`src/assert_macros.svh`:
```
// shared assertion macros
`ifndef ASSERT_MACROS_SVH
`define ASSERT_MACROS_SVH

// clocked assertion, off while reset is held
`define SSAM_ASSERT(lbl, prop, msg) \
  lbl: assert property (@(posedge clk) disable iff (!rst_n) prop) else $error(msg);

// condition that must never be seen at a clock edge out of reset
`define SSAM_NEVER(lbl, cond, msg) \
  lbl: assert property (@(posedge clk) disable iff (!rst_n) !(cond)) else $error(msg);

`endif

```
`src/ssam_pkg.sv`:
```
package ssam_pkg;

  localparam int MAX_DEVICES     = 8;
  localparam int BLOCK_BYTES     = 512;
  localparam int MINIROOT_BLOCKS = 9216;

  localparam int BLK_W    = 33;
  localparam int STRIPE_W = 16;
  localparam int BYTES_W  = 24;
  localparam int SZ_W     = BYTES_W + 1 - $clog2(BLOCK_BYTES);
  localparam int NDEV_W   = $clog2(MAX_DEVICES + 1);
  localparam int DEV_W    = $clog2(MAX_DEVICES);
  localparam int DIV_W    = STRIPE_W + NDEV_W;

  typedef enum logic [2:0] {
    REG_STRIPE_BLOCKS = 3'd0,
    REG_DEVICE_COUNT  = 3'd1,
    REG_SWAP_TOTAL    = 3'd2,
    REG_MINIROOT_EN   = 3'd3,
    REG_PRESENT_MASK  = 3'd4
  } reg_idx_t;

  typedef enum logic [1:0] {
    ST_OK       = 2'd0,
    ST_PAST_END = 2'd1,
    ST_CROSSES  = 2'd2,
    ST_MISSING  = 2'd3
  } status_t;

  typedef struct packed {
    logic            past_end;
    logic            multi;
    logic [SZ_W-1:0] sz;
  } flags_t;

endpackage

```
`src/ssam_div_cell.sv`:
```
module ssam_div_cell import ssam_pkg::*; #(
  parameter int NUM_W = 8,
  parameter int DEN_W = 8,
  parameter int TAG_W = 1
) (
  input  logic             clk,
  input  logic             rst_n,
  input  logic             valid_in,
  input  logic [NUM_W-1:0] num_in,
  input  logic [DEN_W-1:0] rem_in,
  input  logic [DEN_W-1:0] den,
  input  logic [TAG_W-1:0] tag_in,
  output logic             valid_out,
  output logic [NUM_W-1:0] num_out,
  output logic [DEN_W-1:0] rem_out,
  output logic [TAG_W-1:0] tag_out
);

  logic             valid_r;
  logic [NUM_W-1:0] num_r, num_nxt;
  logic [DEN_W-1:0] rem_r, rem_nxt;
  logic [TAG_W-1:0] tag_r;
  logic [DEN_W:0]   trial;
  logic [DEN_W:0]   diff;
  logic             ge;

  // one restoring step: quotient bit shifts in at the bottom
  always_comb begin
    trial   = {rem_in, num_in[NUM_W-1]};
    diff    = trial - {1'b0, den};
    ge      = trial >= {1'b0, den};
    rem_nxt = ge ? diff[DEN_W-1:0] : trial[DEN_W-1:0];
    num_nxt = {num_in[NUM_W-2:0], ge};
  end

  always_ff @(posedge clk) begin
    if (!rst_n) begin
      valid_r <= 1'b0;
    end else begin
      valid_r <= valid_in;
    end
    num_r <= num_nxt;
    rem_r <= rem_nxt;
    tag_r <= tag_in;
  end

  assign valid_out = valid_r;
  assign num_out   = num_r;
  assign rem_out   = rem_r;
  assign tag_out   = tag_r;

endmodule

```
`config.mk`:
```
export PLATFORM = sky130hd
export DESIGN_NAME = ssam_div_cell
export DESIGN_NICKNAME = d
export VERILOG_FILES = /design/src/assert_macros.svh /design/src/ssam_pkg.sv /design/src/ssam_div_cell.sv
export SDC_FILE = /design/constraint.sdc
export NUM_CORES = 1
export LEC_CHECK = 0
export CORE_MARGIN = 2
export CORE_UTILIZATION = 30
export CTS_CLUSTER_DIAMETER = 200
export DETAILED_ROUTE_END_ITERATION = 16
export DONT_BUFFER_PORTS = 1
export GPL_TIMING_DRIVEN = 0
export MAX_ROUTING_LAYER = met4
export SYNTH_ARGS = -nofsm -noshare
export SYNTH_HDL_FRONTEND = slang
export SYNTH_SLANG_ARGS = --single-unit
```
`constraint.sdc`:
```
create_clock -name clk -period 2 [get_ports clk]
set_input_delay 0.3 -clock clk [delete_from_list [all_inputs] [get_ports clk]]
set_output_delay 0.3 -clock clk [all_outputs]
set_load 0.005 [all_outputs]
```
# After elaboration in Yosys (flattened, before gate mapping)

Cells that the tools add are included.

Order comparisons: 1
Add/subtract/negate cells: 1
Muxes and demuxes: 1

Operators with widths:

| cell                                           | number |
|---|---|
| 9-bit by 8-bit >= comparator with 1-bit output | 1 |
| 8-bit 2-to-1 mux                               | 1 |
| 8-bit subtractor                               | 1 |

Input bits: 28
Register bits after elaboration: 18
Output and inout bits: 18

# Depth between registers and ports, before layout

Word-level depth: 2
Mapped depth: 8
Gate-level depth less buffers: 8

# Least setup slack after synthesis

Ideal clock, no wire load.

Path kind: input-to-reg
Start point: input port num_in[7]
End point: register rem_r[6], in the netlist rem_out[6]
Arrival: 1.830 ns
Buffers on the path: 0
Cell stages on the path: 8
Path slack: 0.049 ns
Data required time: 1.879 ns
Cells stage by stage: inv_1 -> ha_1 -> fa_1 -> nor2b_1 -> o31a_1 -> nor4_1 -> a311o_1 -> mux2_2

Longest elaborated chain between the ends: 2
Elaborated cells on any way between the ends: 3

RTL lines:

| what                                                                                      | RTL line                                 | source |
|---|---|---|
| start, declared                                                                           | ssam_div_cell.sv:9                       | `input logic [NUM_W-1:0] num_in,` |
| 8-bit subtractor / 9-bit by 8-bit >= comparator with 1-bit output (equally long branches) | ssam_div_cell.sv:30, ssam_div_cell.sv:31 |  |
| 8-bit 2-to-1 mux *                                                                        | ssam_div_cell.sv:32                      | `rem_nxt = ge ? diff[DEN_W-1:0] : trial[DEN_W-1:0];` |
| via rem_nxt[6]                                                                            | ssam_div_cell.sv:21                      | `logic [DEN_W-1:0] rem_r, rem_nxt;` |
| end signal, assigned                                                                      | ssam_div_cell.sv:43                      | `rem_r <= rem_nxt;` |
| end, declared                                                                             | ssam_div_cell.sv:21                      |  |

Mark *: on every way through the listed nets, which the timed path passes. The rest lies on a longest branch.
A chain may end at the register's enable or synchronous reset.

# Worst setup path after layout

Ends and elaborated chain as after synthesis.

==> summary.txt <==
Status: finished clean
Global route total overflow: 0
Port Buffer Count: 0
Clock Pin Slew Worst Setup and Hold Paths: 0.12 ns
Sequential share of the synthesized area: 0.4062
Maximum clock path buffer count: 2
Area growth, synth to finish: 17.49%
Clock power frac: 0.272
DP HPWL: 1313 um
Internal power: 0.0006038 W
VDD IR max: 513.6 uV
Final setup violation count: 0
Post-route setup slack: 0.2531 ns
Syn Area/Cell: 10.08 um^2
Vias in the first global route: 584
IO Pins: 46
Final Hold Viols: 0
Unrepaired setup endpoints after global routing: no
Power Density: 791.4 nW/um^2
Part of the cycle the worst path needs: 0.8734
Psw: 0.0002211 W
Critical path class: primary input to flip-flop
Max Freq: 572.5 MHz
Mapped Cells: 88
Yosys top cell by area: dfxtp_1
Final weighted congestion in routability-driven placement: 0.6911
Full die area: 3408 um^2
Post-Place Worst Slack: -0.09416 ns
#FFs+latches synth: 18
CTS tree: done
Antenna violations before repair: 0
CP Launch Type: primary input
Largest net degree at the start of global routing: 11
Critical Path RT: 2.21 ns
Sw frac: 0.2680
Final WL: 1728 um
Postcts setup bufs: 0
Synth cell types: 31
Starting DRT DRC Count: 32
Min-Delay Path Class: primary input to flip-flop
Post-Syn Area: 887.1 um^2
Drt wl/cell: 13.19 um
Power, Total: 0.0008249 W
Vias per inst: 4.969
Final min period: 1.747 ns
Die height: 58.38 um
Final Slew Violations: 0
Synth top area share: 0.4062
GRT Util Overall: 0.1050
Max Cap Viol: 0
Crit Path Max Fanout: 3
First-pass GRT wire length: 2539 um
Routed Antenna Nets: 0
Critical path data arrival time: 1.95 ns
Fin nets: 138
Synth warnings: 0
CTS Hold Buffers Added: 2
Cts repair resizes: 0
Via count: 651
Initial core utilization: 0.3189
Die span in x: 58.38 um
Pleak: 0.4675 nW
Sequential share of power: 0.513
Placement row count: 19
Clock Tree Root: clkbuf_4
Antenna cells: 0
Layout cells sized above 1: 0.1500
Sink Count: 18
Core ar.: 2781 um^2
Synth area leaders: dfxtp_1 (41%), ha_1 (11%), mux2_2 (6.3%)
CTS Buf Count: 3
CP endpoint kind: flip-flop
Max-slew headroom: 0.7216
H-Tree Depth: 1
Worst-margin pin slew: 0.4132 ns
DRC Markers: 0
Comb power frac: 0.215
Pre-Repair DR Iteration Count: 3
Syn_nets: 125
-- cell usage after synthesis (all sizes together) --
cell and n:
o31a 1, and2 1, a41oi 1, mux2i 2, a31oi 1, a311o 1, nor3 3, nor2b 1
o21a 1, o21ai 5, a41o 1, mux2 5, nand2 3, nand3 2, nor3b 1, fa 1
a211oi 1, xnor2 2, dfxtp 18, nor2 2, buf 2, xor2 1, or3 1, ha 8
a21oi 5, inv 13, a21o 3, or2b 1, nor4 1
-- flip-flops by register name (all words and copies together), names as in the netlist --
| name | count |
|---|---|
| rem_out | 8 |
| tag_out | 1 |
| valid_out | 1 |
| num_out | 8 |
-- cell usage in the layout (no fill, tap or decap), drive strengths merged, types with 2 or more instances in the layout --
cell type,Yosys,routed
dfxtp,18,18
inv,13,13
ha,8,8
dlygate4sd3,0,8
mux2,5,5
o21ai,5,5
a21oi,5,5
clkbuf,0,4
a21o,3,3
nand2,3,3
nor3,3,3
buf,2,2
nand3,2,2
nor2,2,2
xnor2,2,2
mux2i,2,2
-- through the flow --
stage | hold slack, ns | instances | util | setup TNS, ns | area (um^2)
after CTS | 0.02659 | 125 | 0.3531 | 0 | 982.2
final | 0.1334 | 131 | 0.3747 | 0 | 1042
after global placement | 0.3278 | 119 | 0.3329 | -0.2933 | 925.9
after global routing | 0.09758 | 131 | 0.3747 | 0 | 1042
after floorplan | 0.3277 | 88 | - | 0 | 887.1
after detailed placement | 0.3278 | 119 | 0.3329 | -0.3915 | 925.9
-- routing by layer --
layer  track usage  vias up  part of all wire
li1              -      331                 -
met1        0.1223      284              0.44
met2        0.1525       34              0.47
met3       0.05495        2             0.082
met4       0.03987        0            0.0052
met5             -        -                 0
-- final cells by class --
class	count	area, um^2
buffer	2	10.01
inverter	13	48.80
timing repair buffer	8	80.08
multi-input combinational	55	467.9
sequential	18	360.3
fill	289	1739
clock buffer	4	36.28
tap	31	38.79
-- power groups by stage --
stage	combinational (W)	clock [W]	sequential, W
6_report	0.000177	0.000224	0.000423
5_1_grt	0.000199	0.000266	0.000429
4_1_cts	0.000171	0.000237	0.000425
3_5_place_dp	0.000167	0	0.000432
3_3_place_gp	0.000162	0	0.000432
2_1_floorplan	0.000142	0	0.000427
-- path summary, 6_finish.rpt --
path | from | to | slack [ns] | depth (start not counted)
max | num_in[7] | rem_out[6] | 0.25 | 8
min | rem_in[1] | rem_out[2] | 0.13 | 1
-- worst max-delay path, cell delays in order --
cell	delay, ns
inv_1	0.03
ha_1	0.23
fa_1	0.42
nor2b_1	0.18
o31a_1	0.18
nor4_1	0.05
a311o_1	0.31
mux2_2	0.26
-- cells by family (layout without fill, tap and decap cells) --
family,count (synthesis),in the layout,synth area share
DFF,18,18,0.4062
AOI/OAI and AO/OA,20,20,0.1820
buffers and inverters,15,27,0.06629
muxes,7,7,0.08603
adders and majority gates,9,9,0.1354
and+or+nand+nor,16,16,0.09452
xor gates and xnor gates,3,3,0.02962
No activity file was read; power rests on OpenSTA's default activity.
